### src/rtl/core/tcm_pkg.sv
// Shared constants, codes and types of the touch calibration and mapping block.
`timescale 1ns / 1ps

package tcm_pkg;

	// Raw sample and fixed point formats.
	localparam int ADC_BITS  = 12;
	localparam int FRAC_BITS = 16;
	localparam int CFG_W     = 12;
	localparam int CFG_IDX_W = 2;
	localparam int OUT_W     = 12;

	// The divider takes 3*smax << FRAC_BITS over 5*|delta|, or smax << FRAC_BITS over five.
	localparam int NUM_W  = CFG_W + 2 + FRAC_BITS;
	localparam int DEN_W  = ADC_BITS + 3;
	localparam int DCNT_W = $clog2(NUM_W + 1);

	// Scale is Q16.F, offset is Q24.F, products and sums carry headroom.
	localparam int SCALE_W = 16 + FRAC_BITS;
	localparam int OFF_W   = 24 + FRAC_BITS;
	localparam int PROD_W  = ADC_BITS + 1 + SCALE_W;
	localparam int SUM_W   = PROD_W + 1;
	localparam int PIX_W   = SUM_W - 1 - FRAC_BITS;

	// The calibration points sit at one fifth and four fifths of the screen.
	localparam logic [DEN_W-1:0] FIFTH_DEN = DEN_W'(5);

	// Register indexes.
	localparam logic [CFG_IDX_W-1:0] REG_SMAX_X    = 2'd0;
	localparam logic [CFG_IDX_W-1:0] REG_SMAX_Y    = 2'd1;
	localparam logic [CFG_IDX_W-1:0] REG_THRESHOLD = 2'd2;

	localparam logic [CFG_W-1:0] RST_SMAX_X    = 12'd239;
	localparam logic [CFG_W-1:0] RST_SMAX_Y    = 12'd319;
	localparam logic [CFG_W-1:0] RST_THRESHOLD = 12'd400;

	// Event kinds of a result.
	localparam logic [1:0] EV_MAP   = 2'd0;
	localparam logic [1:0] EV_POINT = 2'd1;
	localparam logic [1:0] EV_DONE  = 2'd2;
	localparam logic [1:0] EV_FAIL  = 2'd3;

	// Touch phases.
	localparam logic [1:0] PH_WAIT    = 2'd0;
	localparam logic [1:0] PH_CAPTURE = 2'd1;
	localparam logic [1:0] PH_RELEASE = 2'd2;

	typedef struct packed {
		logic             start;
		logic [NUM_W-1:0] dividend;
		logic [DEN_W-1:0] divisor;
	} div_req_t;

	typedef struct packed {
		logic             busy;
		logic             done;
		logic [NUM_W-1:0] quotient;
	} div_rsp_t;

endpackage

### src/rtl/core/tcm_div.sv
// Bit-serial restoring divider shared by the scale and offset computations.
`timescale 1ns / 1ps

module tcm_div (
	input  logic              clk,
	input  logic              arst_n,
	input  tcm_pkg::div_req_t req,
	output tcm_pkg::div_rsp_t rsp
);

	logic                          busy_q;
	logic                          done_q;
	logic [tcm_pkg::DCNT_W-1:0]    cnt_q;
	logic [tcm_pkg::DEN_W-1:0]     rem_q;
	logic [tcm_pkg::DEN_W-1:0]     den_q;
	logic [tcm_pkg::NUM_W-1:0]     quo_q;
	logic [tcm_pkg::DEN_W:0]       trial;
	logic [tcm_pkg::DEN_W:0]       diff;
	logic                          take;

	// One quotient bit per cycle: shift in the next dividend bit and try to subtract.
	assign trial = {rem_q, quo_q[tcm_pkg::NUM_W-1]};
	assign diff  = trial - {1'b0, den_q};
	assign take  = trial >= {1'b0, den_q};

	always_ff @(posedge clk or negedge arst_n) begin
		if (!arst_n) begin
			busy_q <= 1'b0;
			done_q <= 1'b0;
			cnt_q  <= '0;
		end else begin
			done_q <= 1'b0;
			if (req.start) begin
				busy_q <= 1'b1;
				cnt_q  <= tcm_pkg::DCNT_W'(tcm_pkg::NUM_W);
			end else if (busy_q) begin
				cnt_q <= cnt_q - 1'b1;
				if (cnt_q == tcm_pkg::DCNT_W'(1)) begin
					busy_q <= 1'b0;
					done_q <= 1'b1;
				end
			end
		end
	end

	always_ff @(posedge clk) begin
		if (req.start) begin
			rem_q <= '0;
			den_q <= req.divisor;
			quo_q <= req.dividend;
		end else if (busy_q) begin
			rem_q <= take ? diff[tcm_pkg::DEN_W-1:0] : trial[tcm_pkg::DEN_W-1:0];
			quo_q <= {quo_q[tcm_pkg::NUM_W-2:0], take};
		end
	end

	assign rsp.busy     = busy_q;
	assign rsp.done     = done_q;
	assign rsp.quotient = quo_q;

	a_start_idle: assert property (@(posedge clk) disable iff (!arst_n)
		req.start |-> !busy_q)
		else $error("divider started while busy");

	a_busy_count: assert property (@(posedge clk) disable iff (!arst_n)
		busy_q |-> (cnt_q != '0))
		else $error("divider busy with an empty count");

endmodule

### src/rtl/core/touch_calibrate_and_map.sv
// Top level of the touch panel calibration and coordinate mapping block.
`timescale 1ns / 1ps

// The input channel carries one request per raw sample (cmd low) or a start of
// calibration (cmd high). A request is taken at a clock edge with in_valid high
// and in_stall low. Results leave on the output channel under out_valid and
// out_stall; at most one result follows from any request.
// A sample that completes no touch leaves the block ready for the next request.
// A completed touch when calibrated passes through the capture, a completion
// step, a multiply and an add for each axis on the shared multiplier, and the
// load of the output register. A calibration point passes through the capture,
// the completion step and the load. The third point runs four divisions on the
// bit-serial divider and a multiply and a saturating add per axis for the
// offsets, or none when the points coincide on an axis. The input is stalled
// for the whole of that work. The output register holds its result while
// out_stall is high. In the meantime the block keeps taking requests that give no
// result; it stalls the input while the sequencer works or a new result waits.
// Reset restores the screen size and press threshold defaults, clears the
// calibration, and leaves the output channel empty.
module touch_calibrate_and_map (
	input  logic                           clk,
	input  logic                           arst_n,
	input  logic                           cfg_we,
	input  logic [tcm_pkg::CFG_IDX_W-1:0]  cfg_index,
	input  logic [tcm_pkg::CFG_W-1:0]      cfg_wdata,
	input  logic                           in_valid,
	output logic                           in_stall,
	input  logic                           cmd,
	input  logic [tcm_pkg::ADC_BITS-1:0]   raw_x,
	input  logic [tcm_pkg::ADC_BITS-1:0]   raw_y,
	output logic                           out_valid,
	input  logic                           out_stall,
	output logic [1:0]                     event_kind,
	output logic [1:0]                     point_index,
	output logic [tcm_pkg::OUT_W-1:0]      out_x,
	output logic [tcm_pkg::OUT_W-1:0]      out_y
);

	// Sequencer states.
	localparam logic [3:0] ST_IDLE     = 4'd0;
	localparam logic [3:0] ST_CPL      = 4'd1;
	localparam logic [3:0] ST_SCL_GO   = 4'd2;
	localparam logic [3:0] ST_SCL_WAIT = 4'd3;
	localparam logic [3:0] ST_BAS_GO   = 4'd4;
	localparam logic [3:0] ST_BAS_WAIT = 4'd5;
	localparam logic [3:0] ST_OFF_MUL  = 4'd6;
	localparam logic [3:0] ST_OFF_ADD  = 4'd7;
	localparam logic [3:0] ST_MAP_MUL  = 4'd8;
	localparam logic [3:0] ST_MAP_ADD  = 4'd9;
	localparam logic [3:0] ST_EMIT     = 4'd10;

	localparam logic signed [tcm_pkg::OFF_W-1:0] OFF_MAX = {1'b0, {(tcm_pkg::OFF_W-1){1'b1}}};
	localparam logic signed [tcm_pkg::OFF_W-1:0] OFF_MIN = {1'b1, {(tcm_pkg::OFF_W-1){1'b0}}};

	// Configuration registers.
	logic [tcm_pkg::CFG_W-1:0] smax_x_q, smax_y_q, thr_q;

	// Touch and calibration state.
	logic [3:0]                        state_q;
	logic [1:0]                        phase_q;
	logic                              calibrating_q, calibrated_q;
	logic [1:0]                        cal_count_q;
	logic [tcm_pkg::ADC_BITS-1:0]      held_x_q, held_y_q;
	logic [tcm_pkg::ADC_BITS-1:0]      first_x_q, first_y_q, second_x_q, third_y_q;
	logic signed [tcm_pkg::SCALE_W-1:0] scale_x_q, scale_y_q;
	logic signed [tcm_pkg::OFF_W-1:0]  offset_x_q, offset_y_q;

	// Working registers of the sequencer.
	logic                              axis_q;
	logic [tcm_pkg::NUM_W-1:0]         base_q;
	logic signed [tcm_pkg::PROD_W-1:0] prod_q;
	logic [tcm_pkg::OUT_W-1:0]         px_q;
	logic                              okx_q;

	// Result waiting for the output register, and the output register itself.
	logic [1:0]                res_kind_q, res_idx_q;
	logic [tcm_pkg::OUT_W-1:0] res_x_q, res_y_q;
	logic                      out_valid_q;
	logic [1:0]                out_kind_q, out_idx_q;
	logic [tcm_pkg::OUT_W-1:0] out_x_q, out_y_q;

	tcm_pkg::div_req_t dreq;
	tcm_pkg::div_rsp_t drsp;

	logic                              down;
	logic                              emit_load;
	logic [tcm_pkg::CFG_W-1:0]         smax_sel;
	logic [tcm_pkg::ADC_BITS-1:0]      p_lo, p_hi;
	logic [tcm_pkg::ADC_BITS:0]        delta;
	logic                              delta_neg;
	logic [tcm_pkg::ADC_BITS-1:0]      delta_mag;
	logic [tcm_pkg::NUM_W-1:0]         num_scale, num_base;
	logic signed [tcm_pkg::SCALE_W-1:0] quo_ext, scale_new;
	logic [tcm_pkg::ADC_BITS-1:0]      mul_a;
	logic signed [tcm_pkg::SCALE_W-1:0] mul_b;
	logic signed [tcm_pkg::PROD_W-1:0] mul_prod;
	logic signed [tcm_pkg::SUM_W-1:0]  base_ext, prod_ext, off_sel_ext;
	logic signed [tcm_pkg::SUM_W-1:0]  off_sum, map_sum;
	logic [tcm_pkg::SUM_W-tcm_pkg::OFF_W:0] off_hi;
	logic signed [tcm_pkg::OFF_W-1:0]  off_sat;
	logic [tcm_pkg::PIX_W-1:0]         map_pix;
	logic                              map_ok, map_ok_both;
	logic [tcm_pkg::OUT_W-1:0]         map_px;

	// A request is taken only while the sequencer is idle.
	assign in_stall = (state_q != ST_IDLE);
	assign down     = (raw_x > thr_q) && (raw_y > thr_q);

	// Operand selection for the axis being worked on.
	assign smax_sel  = axis_q ? smax_y_q : smax_x_q;
	assign p_lo      = axis_q ? first_y_q : first_x_q;
	assign p_hi      = axis_q ? third_y_q : second_x_q;
	assign delta     = {1'b0, p_hi} - {1'b0, p_lo};
	assign delta_neg = delta[tcm_pkg::ADC_BITS];
	assign delta_mag = delta_neg ? tcm_pkg::ADC_BITS'(-delta) : delta[tcm_pkg::ADC_BITS-1:0];

	// Scale divides 3*smax << F by 5*|delta|; the offset base divides smax << F by five.
	assign num_scale = (tcm_pkg::NUM_W'({smax_sel, 1'b0}) + tcm_pkg::NUM_W'(smax_sel))
		<< tcm_pkg::FRAC_BITS;
	assign num_base  = tcm_pkg::NUM_W'(smax_sel) << tcm_pkg::FRAC_BITS;

	always_comb begin
		dreq.start    = (state_q == ST_SCL_GO) || (state_q == ST_BAS_GO);
		dreq.dividend = (state_q == ST_BAS_GO) ? num_base : num_scale;
		dreq.divisor  = (state_q == ST_BAS_GO) ? tcm_pkg::FIFTH_DEN :
			(tcm_pkg::DEN_W'(delta_mag) << 2) + tcm_pkg::DEN_W'(delta_mag);
	end

	tcm_div u_div (
		.clk    (clk),
		.arst_n (arst_n),
		.req    (dreq),
		.rsp    (drsp)
	);

	assign quo_ext   = $signed(tcm_pkg::SCALE_W'(drsp.quotient));
	assign scale_new = delta_neg ? -quo_ext : quo_ext;

	// The shared multiplier: a raw coordinate times the scale of the current axis.
	always_comb begin
		if (state_q == ST_MAP_MUL) begin
			mul_a = axis_q ? held_y_q : held_x_q;
		end else begin
			mul_a = p_lo;
		end
	end
	assign mul_b    = axis_q ? scale_y_q : scale_x_q;
	assign mul_prod = $signed({1'b0, mul_a}) * mul_b;

	// Offset: base minus first point times scale, saturated to the offset format.
	assign base_ext    = $signed({{(tcm_pkg::SUM_W-tcm_pkg::NUM_W){1'b0}}, base_q});
	assign prod_ext    = tcm_pkg::SUM_W'(prod_q);
	assign off_sel_ext = axis_q ? tcm_pkg::SUM_W'(offset_y_q) : tcm_pkg::SUM_W'(offset_x_q);
	assign off_sum     = base_ext - prod_ext;
	assign off_hi      = off_sum[tcm_pkg::SUM_W-1:tcm_pkg::OFF_W-1];

	always_comb begin
		if ((&off_hi) || !(|off_hi)) begin
			off_sat = off_sum[tcm_pkg::OFF_W-1:0];
		end else if (off_sum[tcm_pkg::SUM_W-1]) begin
			off_sat = OFF_MIN;
		end else begin
			off_sat = OFF_MAX;
		end
	end

	// Mapping: a negative value or a pixel past the screen edge sends the touch to (0,0).
	assign map_sum     = prod_ext + off_sel_ext;
	assign map_pix     = map_sum[tcm_pkg::SUM_W-2:tcm_pkg::FRAC_BITS];
	assign map_ok      = !map_sum[tcm_pkg::SUM_W-1] &&
		(map_pix <= tcm_pkg::PIX_W'(smax_sel));
	assign map_px      = map_sum[tcm_pkg::FRAC_BITS +: tcm_pkg::OUT_W];
	assign map_ok_both = okx_q && map_ok;

	// Configuration writes; an index past the last register is ignored.
	always_ff @(posedge clk or negedge arst_n) begin
		if (!arst_n) begin
			smax_x_q <= tcm_pkg::RST_SMAX_X;
			smax_y_q <= tcm_pkg::RST_SMAX_Y;
			thr_q    <= tcm_pkg::RST_THRESHOLD;
		end else if (cfg_we) begin
			case (cfg_index)
				tcm_pkg::REG_SMAX_X:    smax_x_q <= cfg_wdata;
				tcm_pkg::REG_SMAX_Y:    smax_y_q <= cfg_wdata;
				tcm_pkg::REG_THRESHOLD: thr_q    <= cfg_wdata;
				default: ;
			endcase
		end
	end

	// The staged result moves into the output register once that register is free.
	assign emit_load = (state_q == ST_EMIT) && (!out_valid_q || !out_stall);

	always_ff @(posedge clk or negedge arst_n) begin
		if (!arst_n) begin
			state_q       <= ST_IDLE;
			phase_q       <= tcm_pkg::PH_WAIT;
			calibrating_q <= 1'b0;
			calibrated_q  <= 1'b0;
			cal_count_q   <= '0;
			held_x_q      <= '0;
			held_y_q      <= '0;
			first_x_q     <= '0;
			first_y_q     <= '0;
			second_x_q    <= '0;
			third_y_q     <= '0;
			scale_x_q     <= '0;
			scale_y_q     <= '0;
			offset_x_q    <= '0;
			offset_y_q    <= '0;
			axis_q        <= 1'b0;
		end else begin
			case (state_q)
				ST_IDLE: begin
					if (in_valid) begin
						if (cmd) begin
							// Start of calibration; the old calibration stays until the end.
							calibrating_q <= 1'b1;
							cal_count_q   <= '0;
							phase_q       <= tcm_pkg::PH_WAIT;
						end else if (!calibrating_q && !calibrated_q) begin
							phase_q <= tcm_pkg::PH_WAIT;
						end else begin
							case (phase_q)
								tcm_pkg::PH_CAPTURE: begin
									held_x_q <= raw_x;
									held_y_q <= raw_y;
									if (down) begin
										phase_q <= tcm_pkg::PH_RELEASE;
									end else begin
										phase_q <= tcm_pkg::PH_WAIT;
										state_q <= ST_CPL;
									end
								end
								tcm_pkg::PH_RELEASE: begin
									if (!down) begin
										phase_q <= tcm_pkg::PH_WAIT;
										state_q <= ST_CPL;
									end
								end
								default: begin
									phase_q <= down ? tcm_pkg::PH_CAPTURE : tcm_pkg::PH_WAIT;
								end
							endcase
						end
					end
				end
				ST_CPL: begin
					axis_q <= 1'b0;
					if (calibrating_q) begin
						case (cal_count_q)
							2'd0: begin
								first_x_q   <= held_x_q;
								first_y_q   <= held_y_q;
								cal_count_q <= 2'd1;
								state_q     <= ST_EMIT;
							end
							2'd1: begin
								second_x_q  <= held_x_q;
								cal_count_q <= 2'd2;
								state_q     <= ST_EMIT;
							end
							default: begin
								third_y_q     <= held_y_q;
								calibrating_q <= 1'b0;
								cal_count_q   <= '0;
								if ((second_x_q == first_x_q) || (held_y_q == first_y_q)) begin
									calibrated_q <= 1'b0;
									state_q      <= ST_EMIT;
								end else begin
									state_q <= ST_SCL_GO;
								end
							end
						endcase
					end else begin
						state_q <= ST_MAP_MUL;
					end
				end
				ST_SCL_GO: state_q <= ST_SCL_WAIT;
				ST_SCL_WAIT: begin
					if (drsp.done) begin
						if (axis_q) begin
							scale_y_q <= scale_new;
						end else begin
							scale_x_q <= scale_new;
						end
						state_q <= ST_BAS_GO;
					end
				end
				ST_BAS_GO: state_q <= ST_BAS_WAIT;
				ST_BAS_WAIT: begin
					if (drsp.done) begin
						state_q <= ST_OFF_MUL;
					end
				end
				ST_OFF_MUL: state_q <= ST_OFF_ADD;
				ST_OFF_ADD: begin
					if (axis_q) begin
						offset_y_q   <= off_sat;
						calibrated_q <= 1'b1;
						state_q      <= ST_EMIT;
					end else begin
						offset_x_q <= off_sat;
						axis_q     <= 1'b1;
						state_q    <= ST_SCL_GO;
					end
				end
				ST_MAP_MUL: state_q <= ST_MAP_ADD;
				ST_MAP_ADD: begin
					if (axis_q) begin
						state_q <= ST_EMIT;
					end else begin
						axis_q  <= 1'b1;
						state_q <= ST_MAP_MUL;
					end
				end
				ST_EMIT: begin
					if (emit_load) begin
						state_q <= ST_IDLE;
					end
				end
				default: state_q <= ST_IDLE;
			endcase
		end
	end

	// Working registers and the staged result; their values matter only once set.
	always_ff @(posedge clk) begin
		if (state_q == ST_BAS_WAIT && drsp.done) begin
			base_q <= drsp.quotient;
		end
		if (state_q == ST_OFF_MUL || state_q == ST_MAP_MUL) begin
			prod_q <= mul_prod;
		end
		if (state_q == ST_MAP_ADD && !axis_q) begin
			px_q  <= map_px;
			okx_q <= map_ok;
		end
		if (state_q == ST_CPL) begin
			res_x_q <= tcm_pkg::OUT_W'(held_x_q);
			res_y_q <= tcm_pkg::OUT_W'(held_y_q);
			res_idx_q <= cal_count_q;
			if (!calibrating_q) begin
				res_kind_q <= tcm_pkg::EV_MAP;
				res_idx_q  <= '0;
			end else if (cal_count_q == 2'd0 || cal_count_q == 2'd1) begin
				res_kind_q <= tcm_pkg::EV_POINT;
			end else begin
				res_idx_q <= 2'd2;
				if ((second_x_q == first_x_q) || (held_y_q == first_y_q)) begin
					res_kind_q <= tcm_pkg::EV_FAIL;
				end else begin
					res_kind_q <= tcm_pkg::EV_DONE;
				end
			end
		end
		if (state_q == ST_MAP_ADD && axis_q) begin
			res_x_q <= map_ok_both ? px_q : '0;
			res_y_q <= map_ok_both ? map_px : '0;
		end
	end

	// Output register.
	always_ff @(posedge clk or negedge arst_n) begin
		if (!arst_n) begin
			out_valid_q <= 1'b0;
		end else if (emit_load) begin
			out_valid_q <= 1'b1;
		end else if (out_valid_q && !out_stall) begin
			out_valid_q <= 1'b0;
		end
	end

	always_ff @(posedge clk) begin
		if (emit_load) begin
			out_kind_q <= res_kind_q;
			out_idx_q  <= res_idx_q;
			out_x_q    <= res_x_q;
			out_y_q    <= res_y_q;
		end
	end

	assign out_valid   = out_valid_q;
	assign event_kind  = out_kind_q;
	assign point_index = out_idx_q;
	assign out_x       = out_x_q;
	assign out_y       = out_y_q;

	a_emit_source: assert property (@(posedge clk) disable iff (!arst_n)
		$rose(out_valid_q) |-> ($past(state_q) == ST_EMIT))
		else $error("result appeared without passing the emit step");

	a_phase_rest: assert property (@(posedge clk) disable iff (!arst_n)
		(state_q != ST_IDLE) |-> (phase_q == tcm_pkg::PH_WAIT))
		else $error("touch phase not at rest while a completed touch is processed");

	a_div_done_state: assert property (@(posedge clk) disable iff (!arst_n)
		drsp.done |-> (state_q == ST_SCL_WAIT || state_q == ST_BAS_WAIT))
		else $error("divider finished outside a wait step");

	a_cal_math_clear: assert property (@(posedge clk) disable iff (!arst_n)
		(state_q == ST_OFF_ADD) |-> !calibrating_q)
		else $error("calibration sequence still open during offset computation");

endmodule
### config.mk
export PLATFORM = sky130hd
export DESIGN_NAME = touch_calibrate_and_map
export DESIGN_NICKNAME = d
export VERILOG_FILES = /design/src/rtl/core/tcm_pkg.sv /design/src/rtl/core/tcm_div.sv /design/src/rtl/core/touch_calibrate_and_map.sv
export SDC_FILE = /design/constraint.sdc
export NUM_CORES = 2
export LEC_CHECK = 0
export BUFFER_PORTS_ARGS = -buffer_cell sky130_fd_sc_hd__buf_2
export CAP_MARGIN = 10
export CORE_MARGIN = 4
export CORE_UTILIZATION = 61
export DETAILED_ROUTE_END_ITERATION = 10
export PLACE_DENSITY = 0.78
export RECOVER_POWER = 50
export SYNTH_ARGS = -nofsm -noshare
export SYNTH_HDL_FRONTEND = slang
export SYNTH_SLANG_ARGS = --single-unit
### constraint.sdc
create_clock -name clk -period 21.6 [get_ports clk]
set_input_delay 4.32 -clock clk [delete_from_list [all_inputs] [get_ports clk]]
set_output_delay 4.32 -clock clk [all_outputs]
set_load 0.05 [all_outputs]
==> summary.md <==
| Metric | Value |
|---|---|
| Result of the run | `finished, violations left` |
| Failing checks | `max-capacitance violations, max-slew violations` |
| GRT Residual Overflow | `0` |
| Yosys cell types | `91` |
| Drt total wl | `108 mm` |
| Fin crit period | `13.32 ns` |
| Leakage | `between 20 and 25 nW` |
| H-tree depth | `2` |
| Rows | `94` |
| Slew headroom | `-156%` |
| Top FF cell, synth | `dfrtp_1` |
| Die X | `roughly 270 um` |
| Yosys reg bits | `around 480` |
| Slew Limit Fails | `~600` |
| DR pass1 iterations | `6` |
| Sequential area share after synthesis | `between 30% and 40%` |
| Critical path type | `reg -> reg` |
| GPL Wtd Cong | `approximately 0.97` |
| CP startpoint kind | `register` |
| Largest net degree at the start of global routing | `73` |
| Port Buf Inserts | `between 70 and 80` |
| Die area | `approximately 70000 sq um` |
| Starting Density | `~62%` |
| Synth area leaders | `fa_1 (17%), dfrtp_1 (16%), edfxtp_1 (14%)` |
| First-pass GRT wire length | `roughly 170 mm` |
| Fraction of registers with async set/reset | `57.1%` |
| Die H | `267 um` |
| Setup ws final | `8.28 ns` |
| Clock skew | `roughly 0.041 ns` |
| Post-DP HPWL | `a little over 80 mm` |
| Unrepaired setup endpoints after global routing | `false` |
| Final Non-Filler Cells | `a little over 5000` |
| Routed length per placed instance | `between 20 and 25 um` |
| Critical Path End Type | `register` |
| Cell Pwr Density | `between 40 and 50 nW/um^2` |
| Fmax | `roughly 0.075 GHz` |
| Post-CTS Setup Inserts | `0` |
| Total track usage | `30.6%` |
| Synth top area share | `about 17%` |
| Ports | `between 70 and 80` |
| Reg2Reg Launch Point | `axis_q` |
| Final-layout fill cell count | `roughly 5200` |
| Hold crit path type | `reg -> reg` |
| Worst skew pair latency | `~0.62 ns` |
| Max Cap Violations | `15` |
| CTS resizes | `0` |
| Clk buf depth | `3` |
| Dpl cells | `5008` |
| Setup Viol. Count Final | `0` |
| Most frequent cells in the layout | `inv_1 (590), nand2_1 (403), nor2_1 (350)` |
| Avg Cell Area, Syn | `slightly below 10 sq um` |
| Synth warn | `0` |
| Iteration-0 DRC Markers | `2702` |
| Setup_tns | `0 ns` |
| ANT nets after route | `0` |
| Gate Count Post-Synth | `between 4000 and 5000` |
| Synth Net Count | `slightly below 5000` |
| Post-Syn Area | `a little over 40000 sq um` |
| Core ar. | `66000 sq um` |
| Overall power | `0.00206 W` |
| Hold path start | `res_idx_q[0]` |
| Slew at the pin closest to its max-slew limit | `between 3 and 4 ns` |
| Hold-fix buffers, CTS | `0` |
| Layout cells sized above 1 | `between 10 and 15%` |
| Critical path peak fanout | `50` |
| CTS tree | `built` |
| Critical Path RT | `between 20 and 25 ns` |
| Worst VDD drop | `roughly 60 uV` |
| Routed vias | `roughly 31000` |
| Clock Sinks | `roughly 480` |
| CTS buffer count | `53` |
| Antenna violations before repair | `0` |
| Dominant cell type by area after synthesis | `fa_1` |
| Root Driver | `clkbuf_16` |
| CP Launch Point | `axis_q` |
| Nets@finish | `around 4900` |
| Number of synthesized flops with an enable pin | `roughly 190` |
| Vias per inst | `6.04` |
| Area Overhead vs Synth | `7.38%` |
| Drt drc | `0` |
| Final Hold Fails | `0` |
| Most common cell after layout, fill and taps aside | `inv_1` |
| Critical Path AT | `~14 ns` |
| Reg clk slew, reported paths | `about 0.070 ns` |
| Dpl ws | `between 10 and 15 ns` |
| Vias in the first global route | `around 31000` |
| Tcrit/Tclk final | `61.7%` |
==> cell families (layout without fill, tap and decap cells) <==
group / after synthesis / in the layout / synth area share, %
flip-flops: 475 / 475 / 31.3
XOR/XNOR: 192 / 192 / 4.12
adder cells (fa/ha/maj): 607 / 607 / 24.9
other: 0 / 1 / 0
multiplexers: 316 / 316 / 8.48
buffers and inverters: 744 / 800 / 6.91
AND/OR/NAND/NOR: 1109 / 1109 / 12.3
AO/OA/AOI/OAI: 745 / 745 / 11.9
==> where the power goes <==
part	leakage, nW	switching (W)	internal (W)
sequential	4.99	0.00000817	0.000950
combinational	14.3	0.0000752	0.0000503
clock	0.922	0.000400	0.000576
==> flip-flops by register name (all words and copies together), names as in the netlist, 12 cells and up <==
signal and cells:
smax_x_q 12, px_q 12, res_y_q 12, first_y_q 12
u_div.rem_q 15, scale_x_q 32, res_x_q 12, prod_q 45
first_x_q 12, second_x_q 12, held_y_q 12, base_q 30
out_y 12, smax_y_q 12, u_div.quo_q 30, held_x_q 12
thr_q 12, u_div.den_q 15, scale_y_q 32, out_x 12
offset_y_q 40, offset_x_q 40, third_y_q 12
==> final cells by class <==
cell class	count	area [sq um]	area share, %
Timing Repair Buffer	110	572	1.31
Inverter	590	2210	5.06
Clock inverter	35	412	0.940
Antenna cell	1	2.50	0.00572
Tap cell	864	1080	2.47
Clock buffer	65	1480	3.39
Multi-Input combinational cell	2969	25200	57.6
Sequential cell	475	12800	29.2
==> metal layers <==
metal	up-vias	share of wire [%]	wire (um)	global-route usage, %
li1	14111	-	-	-
met1	15303	43	46200	44.1
met2	1242	44	48000	46.9
met3	220	9.4	10200	6.52
met4	0	3.5	3740	10.1
met5	-	0	0	0
==> worst paths after layout <==
path                                  end  slack, ns  depth (start not counted)
max                            prod_q[38]       8.28                         26
min                        point_index[0]       0.41                          0
max reg2reg                    prod_q[38]       8.28                         26
min reg2reg                point_index[0]       0.41                          0
max in group asynchronous    scale_y_q[9]      12.31                          4
min in group asynchronous      phase_q[1]       5.02                          1
==> metrics by stage <==
stage          hold WS [ns]  cell area (sq um)  utilization [%]
5_1_grt               0.426              43800             66.3
3_5_place_dp          0.405              42100             63.7
4_1_cts               0.412              43900             66.6
6_report              0.408              43800             66.4
2_1_floorplan         0.400              40800                -
3_3_place_gp          0.401              42100             63.7
==> worst max-delay path, stage by stage (launching register included) <==
cell	delay, ns
dfrtp_1	1.15
clkbuf_1	2.43
clkbuf_1	2.22
mux2i_1	0.56
mux2i_4	0.30
buf_4	0.42
nand2_1	0.15
fa_1	0.56
inv_1	0.05
fa_1	0.46
fa_1	0.52
fa_1	0.54
inv_1	0.05
fa_1	0.53
inv_1	0.04
ha_1	0.38
a21oi_1	0.18
nand2_1	0.09
a31o_2	0.23
a222oi_1	0.42
o21ai_0	0.29
a21boi_0	0.42
o211ai_1	0.14
a21oi_1	0.25
o21ai_0	0.19
or4_1	0.42
nand3_1	0.10
==> synth_stat cells (7+ instances only) <==
cell / count
nor4_1: 11
xor2_1: 73
or2_2: 11
mux2_2: 232
dfstp_2: 17
o21a_1: 22
and3_1: 24
o21bai_1: 16
nand2_1: 403
or3_1: 19
buf_1: 9
inv_1: 590
dfrtp_1: 254
o221ai_1: 8
nand4_1: 31
nor2_1: 352
and2_1: 41
a21oi_1: 252
edfxtp_1: 189
nor3b_1: 7
or4_1: 8
fa_1: 343
o211ai_1: 35
mux2i_1: 83
and4_1: 7
nand2b_1: 43
xnor2_1: 119
clkbuf_1: 140
a21boi_0: 15
a211o_1: 7
o41ai_1: 7
a31oi_1: 16
ha_1: 264
o31ai_1: 13
nor2b_1: 35
nand3_1: 47
nor3_1: 53
a21o_1: 81
a221o_1: 7
dfxtp_1: 15
o21ai_0: 147
a211oi_1: 19
a22o_1: 28
(Power assumes the default switching activity.)
